[config.mk]
export PLATFORM = sky130hd
export DESIGN_NAME = sstf_disk_request_scheduler
export DESIGN_NICKNAME = d
export VERILOG_FILES = /design/src/hdl/sstf_pkg.sv /design/src/hdl/sstf_ram.sv /design/src/hdl/sstf_front.sv /design/src/hdl/sstf_back.sv /design/src/hdl/sstf_disk_request_scheduler.sv
export SDC_FILE = /design/constraint.sdc
export NUM_CORES = 2
export LEC_CHECK = 0
export ABC_AREA = 1
export BUFFER_PORTS_ARGS = -buffer_cell sky130_fd_sc_hd__buf_4
export CAP_MARGIN = 30
export CORE_ASPECT_RATIO = 0.75
export CORE_MARGIN = 1.5
export CORE_UTILIZATION = 35
export DETAILED_ROUTE_END_ITERATION = 8
export GPL_TIMING_DRIVEN = 0
export SLEW_MARGIN = 20
export SYNTH_ARGS = -nofsm -noshare
export SYNTH_HDL_FRONTEND = slang
export SYNTH_HIERARCHICAL = 1
export SYNTH_SLANG_ARGS = --single-unit
[constraint.sdc]
create_clock -name clk -period 4.4 [get_ports clk]
set_clock_uncertainty 0.05 [all_clocks]
set_input_delay 0.88 -clock clk [delete_from_list [all_inputs] [get_ports clk]]
set_output_delay 0.88 -clock clk [all_outputs]
set_load 0.05 [all_outputs]
[src/hdl/sstf_pkg.sv]
// ----------------------------------------------------------------------------
// sstf_pkg: shared types and constants of the SSTF disk request scheduler
// Field widths, saturation limits and the scheduler state encoding.
// ----------------------------------------------------------------------------
package sstf_pkg;

	// Port field widths
	localparam int CYL_W   = 16;
	localparam int DIST_W  = 16;
	localparam int TOTAL_W = 22;
	localparam int SUM_W   = 23;
	localparam int M_TDATA_W = 56;

	// Saturation limits
	localparam logic [DIST_W-1:0]  DIST_MAX      = 16'hFFFF;
	localparam logic [TOTAL_W-1:0] SUM_MAX       = 22'h3FFFFF;
	localparam logic [SUM_W-1:0]   SUM_STATE_MAX = 23'h7FFFFF;

	// Command queue between front and back
	localparam int CMD_DEPTH = 4;
	localparam int CMD_AW    = 2;
	localparam int CMD_CW    = 3;

	// Control of the command channel from front to back
	typedef struct packed {
		logic valid;
		logic last;
	} cmd_ctl_t;

	// Back end states
	typedef enum logic [1:0] {
		ST_LOAD,
		ST_SCAN,
		ST_WAIT,
		ST_EMIT
	} sched_state_t;

endpackage

[src/hdl/sstf_ram.sv]
// ----------------------------------------------------------------------------
// sstf_ram: generic simple dual-port RAM
// One write port and one read port, read data registered.
// ----------------------------------------------------------------------------
module sstf_ram #(
	parameter int WIDTH = 16,
	parameter int DEPTH = 64,
	localparam int AW = (DEPTH > 1) ? $clog2(DEPTH) : 1
) (
	input  logic             clk,
	input  logic             we,
	input  logic [AW-1:0]    waddr,
	input  logic [WIDTH-1:0] wdata,
	input  logic             re,
	input  logic [AW-1:0]    raddr,
	output logic [WIDTH-1:0] rdata
);

	logic [WIDTH-1:0] mem_q [DEPTH];

	// Write and registered read
	always_ff @(posedge clk) begin
		if (we) begin
			mem_q[waddr] <= wdata;
		end
		if (re) begin
			rdata <= mem_q[raddr];
		end
	end

endmodule

[src/hdl/sstf_front.sv]
// ----------------------------------------------------------------------------
// sstf_front: request intake
// Accepts request transfers, trims the cylinder and queues it for the back end.
// ----------------------------------------------------------------------------
module sstf_front #(
	parameter int CW = 16
) (
	input  logic                          clk,
	input  logic                          arst_n,
	input  logic                          s_tvalid,
	output logic                          s_tready,
	input  logic [sstf_pkg::CYL_W-1:0]    s_tdata,
	input  logic                          s_tlast,
	output sstf_pkg::cmd_ctl_t            cmd_ctl,
	output logic [CW-1:0]                 cmd_cyl,
	input  logic                          cmd_ready
);

	logic [CW-1:0]               fifo_cyl_q  [sstf_pkg::CMD_DEPTH];
	logic                        fifo_last_q [sstf_pkg::CMD_DEPTH];
	logic [sstf_pkg::CMD_AW-1:0] wr_ptr_q;
	logic [sstf_pkg::CMD_AW-1:0] rd_ptr_q;
	logic [sstf_pkg::CMD_CW-1:0] fill_q;
	logic                        push;
	logic                        pop;

	// Handshake on both sides of the queue
	assign s_tready      = (fill_q != sstf_pkg::CMD_CW'(sstf_pkg::CMD_DEPTH));
	assign push          = s_tvalid && s_tready;
	assign cmd_ctl.valid = (fill_q != '0);
	assign cmd_ctl.last  = fifo_last_q[rd_ptr_q];
	assign cmd_cyl       = fifo_cyl_q[rd_ptr_q];
	assign pop           = cmd_ctl.valid && cmd_ready;

	// Store the cylinder trimmed to the configured width
	always_ff @(posedge clk) begin
		if (push) begin
			fifo_cyl_q[wr_ptr_q]  <= CW'(s_tdata);
			fifo_last_q[wr_ptr_q] <= s_tlast;
		end
	end

	// Advance pointers and fill level
	always_ff @(posedge clk or negedge arst_n) begin
		if (!arst_n) begin
			wr_ptr_q <= '0;
			rd_ptr_q <= '0;
			fill_q   <= '0;
		end else begin
			if (push) begin
				wr_ptr_q <= wr_ptr_q + 1'b1;
			end
			if (pop) begin
				rd_ptr_q <= rd_ptr_q + 1'b1;
			end
			if (push && !pop) begin
				fill_q <= fill_q + 1'b1;
			end else if (pop && !push) begin
				fill_q <= fill_q - 1'b1;
			end
		end
	end

endmodule

[src/hdl/sstf_back.sv]
// ----------------------------------------------------------------------------
// sstf_back: request store and SSTF scheduler
// Loads queued requests, then scans the store once per selection and emits
// the nearest pending request through an output register.
// ----------------------------------------------------------------------------
module sstf_back #(
	parameter int QUEUE_DEPTH = 64,
	parameter int CW = 16
) (
	input  logic                            clk,
	input  logic                            arst_n,
	input  logic [sstf_pkg::CYL_W-1:0]      start_head,
	input  sstf_pkg::cmd_ctl_t              cmd_ctl,
	input  logic [CW-1:0]                   cmd_cyl,
	output logic                            cmd_ready,
	output logic                            m_tvalid,
	input  logic                            m_tready,
	output logic [sstf_pkg::M_TDATA_W-1:0]  m_tdata,
	output logic                            m_tlast
);

	localparam int AW   = (QUEUE_DEPTH > 1) ? $clog2(QUEUE_DEPTH) : 1;
	localparam int CNTW = $clog2(QUEUE_DEPTH + 1);
	localparam int DW   = (CW > sstf_pkg::DIST_W) ? CW : sstf_pkg::DIST_W;
	localparam int SW   = (CW + 1 > sstf_pkg::SUM_W + 1) ? CW + 1 : sstf_pkg::SUM_W + 1;

	sstf_pkg::sched_state_t state_q, state_d;

	logic [CNTW-1:0]               count_q;
	logic [CNTW-1:0]               remaining_q;
	logic [CNTW-1:0]               cnt_after;
	logic [AW-1:0]                 scan_idx_q;
	logic                          rd_pend_s1;
	logic [AW-1:0]                 idx_s1;
	logic [QUEUE_DEPTH-1:0]        valid_q;
	logic [CW-1:0]                 head_q;
	logic [sstf_pkg::SUM_W-1:0]    sum_q;
	logic                          found_q;
	logic [CW-1:0]                 best_q;
	logic [CW-1:0]                 best_cyl_q;
	logic [AW-1:0]                 pick_q;
	logic [CW-1:0]                 rd_data;
	logic [CW-1:0]                 seek_dist;
	logic                          take;
	logic                          pop;
	logic                          store;
	logic                          start;
	logic                          rd_en;
	logic                          scan_end;
	logic                          emit;
	logic                          batch_end;
	logic [DW-1:0]                 best_ext;
	logic [SW-1:0]                 sum_wide;
	logic [sstf_pkg::SUM_W-1:0]    sum_new;
	logic [sstf_pkg::DIST_W-1:0]   move_q;
	logic [sstf_pkg::TOTAL_W-1:0]  total_q;
	logic [sstf_pkg::CYL_W-1:0]    served_q;
	logic                          out_valid_q;
	logic                          out_last_q;

	// Pending request store
	sstf_ram #(
		.WIDTH(CW),
		.DEPTH(QUEUE_DEPTH)
	) u_store (
		.clk  (clk),
		.we   (store),
		.waddr(count_q[AW-1:0]),
		.wdata(cmd_cyl),
		.re   (rd_en),
		.raddr(scan_idx_q),
		.rdata(rd_data)
	);

	// Load side strobes
	assign cmd_ready = (state_q == sstf_pkg::ST_LOAD);
	assign pop       = cmd_ctl.valid && cmd_ready;
	assign store     = pop && (count_q < CNTW'(QUEUE_DEPTH));
	assign cnt_after = store ? count_q + 1'b1 : count_q;
	assign start     = pop && cmd_ctl.last && (cnt_after != '0);
	assign scan_end  = (CNTW'(scan_idx_q) == count_q - 1'b1);
	assign emit      = (state_q == sstf_pkg::ST_EMIT) && (!out_valid_q || m_tready);
	assign batch_end = emit && (remaining_q == CNTW'(1));

	// Next state
	always_comb begin
		state_d = state_q;
		rd_en   = 1'b0;
		case (state_q)
			sstf_pkg::ST_LOAD: begin
				if (start) begin
					state_d = sstf_pkg::ST_SCAN;
				end
			end
			sstf_pkg::ST_SCAN: begin
				rd_en = 1'b1;
				if (scan_end) begin
					state_d = sstf_pkg::ST_WAIT;
				end
			end
			sstf_pkg::ST_WAIT: begin
				state_d = sstf_pkg::ST_EMIT;
			end
			sstf_pkg::ST_EMIT: begin
				if (emit) begin
					state_d = batch_end ? sstf_pkg::ST_LOAD : sstf_pkg::ST_SCAN;
				end
			end
			default: begin
				state_d = sstf_pkg::ST_LOAD;
			end
		endcase
	end

	// Distance of the entry read last cycle; strict compare keeps the earliest
	assign seek_dist = (rd_data >= head_q) ? rd_data - head_q : head_q - rd_data;
	assign take = rd_pend_s1 && valid_q[idx_s1] && (!found_q || seek_dist < best_q);

	// Saturated distance and running sum of the chosen request
	assign best_ext = DW'(best_q);
	assign sum_wide = SW'(sum_q) + SW'(best_q);
	assign sum_new  = (sum_wide > SW'(sstf_pkg::SUM_STATE_MAX)) ?
	                  sstf_pkg::SUM_STATE_MAX : sum_wide[sstf_pkg::SUM_W-1:0];

	always_ff @(posedge clk or negedge arst_n) begin
		if (!arst_n) begin
			state_q     <= sstf_pkg::ST_LOAD;
			count_q     <= '0;
			remaining_q <= '0;
			scan_idx_q  <= '0;
			rd_pend_s1  <= 1'b0;
			idx_s1      <= '0;
			valid_q     <= '0;
			head_q      <= '0;
			sum_q       <= '0;
			found_q     <= 1'b0;
			out_valid_q <= 1'b0;
		end else begin
			state_q    <= state_d;
			rd_pend_s1 <= rd_en;
			idx_s1     <= scan_idx_q;

			// Load a request and start the batch on its mark
			if (store) begin
				valid_q[count_q[AW-1:0]] <= 1'b1;
			end
			if (pop) begin
				count_q <= cnt_after;
			end
			if (pop && cmd_ctl.last) begin
				head_q      <= CW'(start_head);
				sum_q       <= '0;
				remaining_q <= cnt_after;
				scan_idx_q  <= '0;
				found_q     <= 1'b0;
			end

			// Advance the scan
			if (rd_en) begin
				scan_idx_q <= scan_idx_q + 1'b1;
			end
			if (take) begin
				found_q <= 1'b1;
			end

			// Serve the chosen request
			if (emit) begin
				head_q          <= best_cyl_q;
				sum_q           <= sum_new;
				remaining_q     <= remaining_q - 1'b1;
				scan_idx_q      <= '0;
				found_q         <= 1'b0;
			end

			// Retire the served entry, or clear the whole queue at batch end
			if (batch_end) begin
				valid_q <= '0;
				count_q <= '0;
			end else if (emit) begin
				valid_q[pick_q] <= 1'b0;
			end

			// Hold the result until transfer
			if (emit) begin
				out_valid_q <= 1'b1;
			end else if (m_tready) begin
				out_valid_q <= 1'b0;
			end
		end
	end

	// Best candidate and result payload
	always_ff @(posedge clk) begin
		if (take) begin
			best_q     <= seek_dist;
			best_cyl_q <= rd_data;
			pick_q     <= idx_s1;
		end
		if (emit) begin
			served_q   <= sstf_pkg::CYL_W'(best_cyl_q);
			move_q     <= (best_ext > DW'(sstf_pkg::DIST_MAX)) ?
			              sstf_pkg::DIST_MAX : best_ext[sstf_pkg::DIST_W-1:0];
			total_q    <= (sum_new > sstf_pkg::SUM_W'(sstf_pkg::SUM_MAX)) ?
			              sstf_pkg::SUM_MAX : sum_new[sstf_pkg::TOTAL_W-1:0];
			out_last_q <= batch_end;
		end
	end

	assign m_tvalid = out_valid_q;
	assign m_tlast  = out_last_q;
	assign m_tdata  = {2'b00, total_q, move_q, served_q};

endmodule

[src/hdl/sstf_disk_request_scheduler.sv]
// Timing: a request passes through the front queue into the store; the first result
// follows the marked last request through a scan of the store, a wait state and the output register.
// Loading: requests leave the front queue only while the back end is loading; each result
// then needs a scan that reads every stored entry through the single RAM read port,
// so no new request enters the store until the whole batch has been served.
// Reset: asynchronous; clears queue, valid bits, head, sum and start_head, no sweep.
// ----------------------------------------------------------------------------
// sstf_disk_request_scheduler: shortest-seek-time-first disk request scheduler
// Collects a batch of cylinder requests and serves them nearest-first from a
// configured start head, reporting each move and the running total.
// ----------------------------------------------------------------------------
module sstf_disk_request_scheduler #(
	parameter int QUEUE_DEPTH   = 64,
	parameter int CYLINDER_BITS = 16
) (
	input  logic                            clk,
	input  logic                            arst_n,
	input  logic                            cfg_we,
	input  logic [sstf_pkg::CYL_W-1:0]      cfg_wdata,   // start_head
	input  logic                            s_tvalid,
	output logic                            s_tready,
	input  logic [sstf_pkg::CYL_W-1:0]      s_tdata,     // request_cylinder
	input  logic                            s_tlast,     // last_request
	output logic                            m_tvalid,
	input  logic                            m_tready,
	// served_cylinder [15:0], move_distance [31:16], total_movement [53:32]
	output logic [sstf_pkg::M_TDATA_W-1:0]  m_tdata,
	output logic                            m_tlast      // last_served
);

	logic [sstf_pkg::CYL_W-1:0] start_head_q;
	sstf_pkg::cmd_ctl_t         cmd_ctl;
	logic [CYLINDER_BITS-1:0]   cmd_cyl;
	logic                       cmd_ready;

	// Start head register
	always_ff @(posedge clk or negedge arst_n) begin
		if (!arst_n) begin
			start_head_q <= '0;
		end else if (cfg_we) begin
			start_head_q <= cfg_wdata;
		end
	end

	sstf_front #(
		.CW(CYLINDER_BITS)
	) u_front (
		.clk      (clk),
		.arst_n   (arst_n),
		.s_tvalid (s_tvalid),
		.s_tready (s_tready),
		.s_tdata  (s_tdata),
		.s_tlast  (s_tlast),
		.cmd_ctl  (cmd_ctl),
		.cmd_cyl  (cmd_cyl),
		.cmd_ready(cmd_ready)
	);

	sstf_back #(
		.QUEUE_DEPTH(QUEUE_DEPTH),
		.CW         (CYLINDER_BITS)
	) u_back (
		.clk       (clk),
		.arst_n    (arst_n),
		.start_head(start_head_q),
		.cmd_ctl   (cmd_ctl),
		.cmd_cyl   (cmd_cyl),
		.cmd_ready (cmd_ready),
		.m_tvalid  (m_tvalid),
		.m_tready  (m_tready),
		.m_tdata   (m_tdata),
		.m_tlast   (m_tlast)
	);

endmodule
==> flow_summary.toml <==
[floorplanning]
io_pins = 97
fp.dieArea_sq_um = 173000
core_area_sq_um = 168000
initial_utilization = 0.354
die_h_um = 360
die_width_um = 479
row_count = 130

[synth]
synthAdderAreaFrac = 0.0171
seq_area_frac_synth = 0.672
yosys_warnings = 6
synth_top_family_by_area = "simple AND/OR/NAND/NOR gates"
synth-main-ff-cell = "edfxtp_1"
synth-xor-area-share = 0.00574
syn_avg_cell_area_sq_um = 10.8
async_reset_ff_frac = 0.116
yosys.area.top_type = "edfxtp_1"
synth_edf_count = 1201
muxShareOfSynthArea = 0
synth_area_leaders = "edfxtp_1 (61%), nand2_1 (12%), nand3_1 (8.3%)"
netlist_area_sq_um = 59500
yosys.area_share.simple = 0.226
netlist.area_leader.share = 0.606
syn_inst = 5486
synth.distinct_cells = 62
synth_compound_area_frac = 0.0320
ys_seq_elements = 1358

[sta]
fin_setup_tns_ns = 0
hold_viol = 0
min_period_over_period = 0.940
setup_violations = 0
holdWs_ns = 0.0470
slew_headroom = 0.250
period_needed_ns = 4.14
slew_viol_final = 0
rsz0062_at_grt = "no"
timing.fmax_mhz = 242
worst_pin_slew_ns = 1.12

[run]
drv_cap = 0

[placed_design]
gp_congestion = 0.954
dpl.cell_count = 7917
io_buffers = 93
post-dp-hpwl_um = 133000

[drt]
drt-initial-drc-count = 5813
via_count = 44100
wirelength_um = 190000
drt_pre_antenna_iters = 6
drcViolationCount = 0
wl_per_cell_um = 23.3
viasPerCell = 5.39
ant_nets = 0

[global_route]
grt_pass1_wl_um = 275000
grt_usage = 0.216
grt_pass1_vias = 40100
overflow = 0
grt_max_degree = 84
grt_antenna_before_repair = 6

[finish]
ff_latch_area_sq_um = 40000
finalNonFillerCells = 8181
drive_gt1_frac = 0.132
multi_input_area_sq_um = 17200
fillers = 16000
nNetsFinal = 5949
syn_to_final_growth_pct = 16.3

[setup_path]
crit_type = "reg2reg"
cp_data_required_time_ns = 4.82
end_kind = "register"
slowest_delay_ns = 0.47
cp_max_fo = 22
cp_slowest_cell = "edfxtp_1"
path_common_cell = "nand2_1"
startpoint_type = "register"
cp_cell_sequence = "inv_1 -> ha_1 -> inv_1 -> fa_2 -> a21oi_4 -> o21bai_2 -> nand2_1 -> nand3_2 -> inv_2 -> buf_6 -> nand2_1 -> nand2_1 -> inv_1 -> ha_1 -> nand2_1 -> o21ai_0 -> a21oi_1 -> nand2_1 -> a21boi_1 -> and2_4 -> buf_16"
critical_path_arrival_ns = 4.55

[clocking]
insertion_delay_ns = 0.78
clk_pin_slew_worst_paths_ns = 0.06
cts.sink_count = 1358
cts_root_buf = "clkbuf_16"
cts_tree = "done"
clockBufferDepth = 3
cts.htree.levels = 4
numCtsBuffers = 132
cts.hold.buffers_added = 0

[min_path]
hp-class = "in2async"

[outcome]
run_status = "completed"

[power_and_ir_drop]
p_total_w = 0.0519
leakagePower_nw = 26.7
p_per_area_nw_per_um2 = 751
ir_drop_mv = 0.490
-- what timing repair did --
action	in CTS	in global routing
pin swaps	9	0
setup endpoints to repair	252	167
resized for setup	6	7
setup buffers	24	0
-- registers in the layout, summed over array words and instances (netlist names), 22 cells and up --
| register | cells |
|---|---|
| u_back/valid_q | 64 |
| u_back/u_store/mem_q | 1024 |
| u_back/total_q | 22 |
| u_front/fifo_cyl_q | 64 |
| u_back/sum_q | 23 |
-- kinds of logic after synthesis --
family / after synthesis
AOI/OAI and AO/OA: 321
xor gates and xnor gates: 39
adders and majority gates: 79
buffers and inverters: 539
DFF: 1358
other: 1
and+or+nand+nor: 3149
-- final timing paths --
check / slack (ns) / depth (start not counted) / endpoint / from
setup / recovery: 0.26 / 21 / u_back/best_cyl_q[8] / u_back/u_store/rdata[0]
hold / removal: 0.05 / 1 / u_back/sum_q[18] / arst_n
setup reg to reg: 0.26 / 21 / u_back/best_cyl_q[8] / u_back/u_store/rdata[0]
hold reg to reg: 0.40 / 0 / u_back/pick_q[1] / u_back/idx_s1[1]
max in group asynchronous: 3.38 / 2 / u_front/wr_ptr_q[1] / arst_n
min in group clk: 0.25 / 1 / u_front/fifo_cyl_q[2][5] / s_tdata[5]
-- placed cells by master (no fill, tap or decap), types with 25 or more instances in the layout --
cell,n
a21oi_1,115
buf_2,153
buf_4,149
buf_6,78
clkbuf_1,80
clkbuf_16,133
clkinv_1,27
dfrtp_1,157
edfxtp_1,1201
ha_1,75
inv_1,233
nand2_1,1808
nand3_1,989
nand4_1,25
nor2_1,150
nor2_2,35
nor2_4,30
o211ai_1,30
o21ai_0,104
-- power breakdown --
part / internal, W / leakage [nW] / switching, W
clock: 0.00597 / 1.99 / 0.00509
combinational: 0.00613 / 12.1 / 0.0164
sequential: 0.0177 / 12.6 / 0.000724
-- critical path, delay by kind of cell (launching register included) --
family / cells / cell delay, ns
flops: 1 / 0.47
simple gates: 7 / 0.82
fa+ha+maj: 3 / 0.85
compound gates: 5 / 0.84
buf+inv: 6 / 0.80
-- Yosys cell counts, types with 2 or more instances --
library cell  count
nor3_1           22
buf_2           133
clkbuf_1         49
o21ai_0         105
ha_1             75
nand2_1        1824
a21boi_1          2
a31oi_1           2
o211ai_1         30
nand3_1         989
o21a_1            4
nand2_2          14
o22ai_1          24
inv_1           233
a21oi_2           2
nor4_1           19
nor2_2            3
o221a_2           5
inv_2            12
nand4_1          25
o21ai_1           6
buf_8             4
buf_6            56
a21oi_1         116
nand3_2          15
and2_1            2
nor2_1          211
dfrtp_1         157
o21bai_1          3
edfxtp_1       1201
fa_1              4
o211ai_2          9
clkinv_1          2
xor2_1           24
o221ai_1          2
buf_1            19
and2_4            2
or2_2             4
nand3b_1          8
a21o_1            4
inv_4             2
xnor2_1          15
buf_4            25
or2_1             5
-- layout make-up --
class                           count  area share
Tap cell                         2244      0.0406
Sequential cell                  1358       0.578
Multi-Input combinational cell   3590       0.249
Buffer                            287      0.0263
Timing Repair Buffer              212      0.0323
Clock inverter                     71     0.00926
Clock buffer                      167      0.0502
Inverter                          251      0.0139
Antenna cell                        1   0.0000362
-- stage by stage --
stage / worst slack (ns) / cell area [sq um] / util
after floorplan: 0.270 / 59500 / -
after global placement: -3.02 / 63000 / 0.375
after detailed placement: -0.461 / 64700 / 0.385
after CTS: -0.0248 / 69100 / 0.411
after global routing: 0.00369 / 69200 / 0.411
final: 0.263 / 69200 / 0.411
-- routing by layer --
metal  GRT usage  wire length [um]
met1       0.335             84400
met5           0                 9
met3      0.0460             23200
met2       0.296             77200
met4      0.0666              5410
Power figures use the tool's default switching activity.
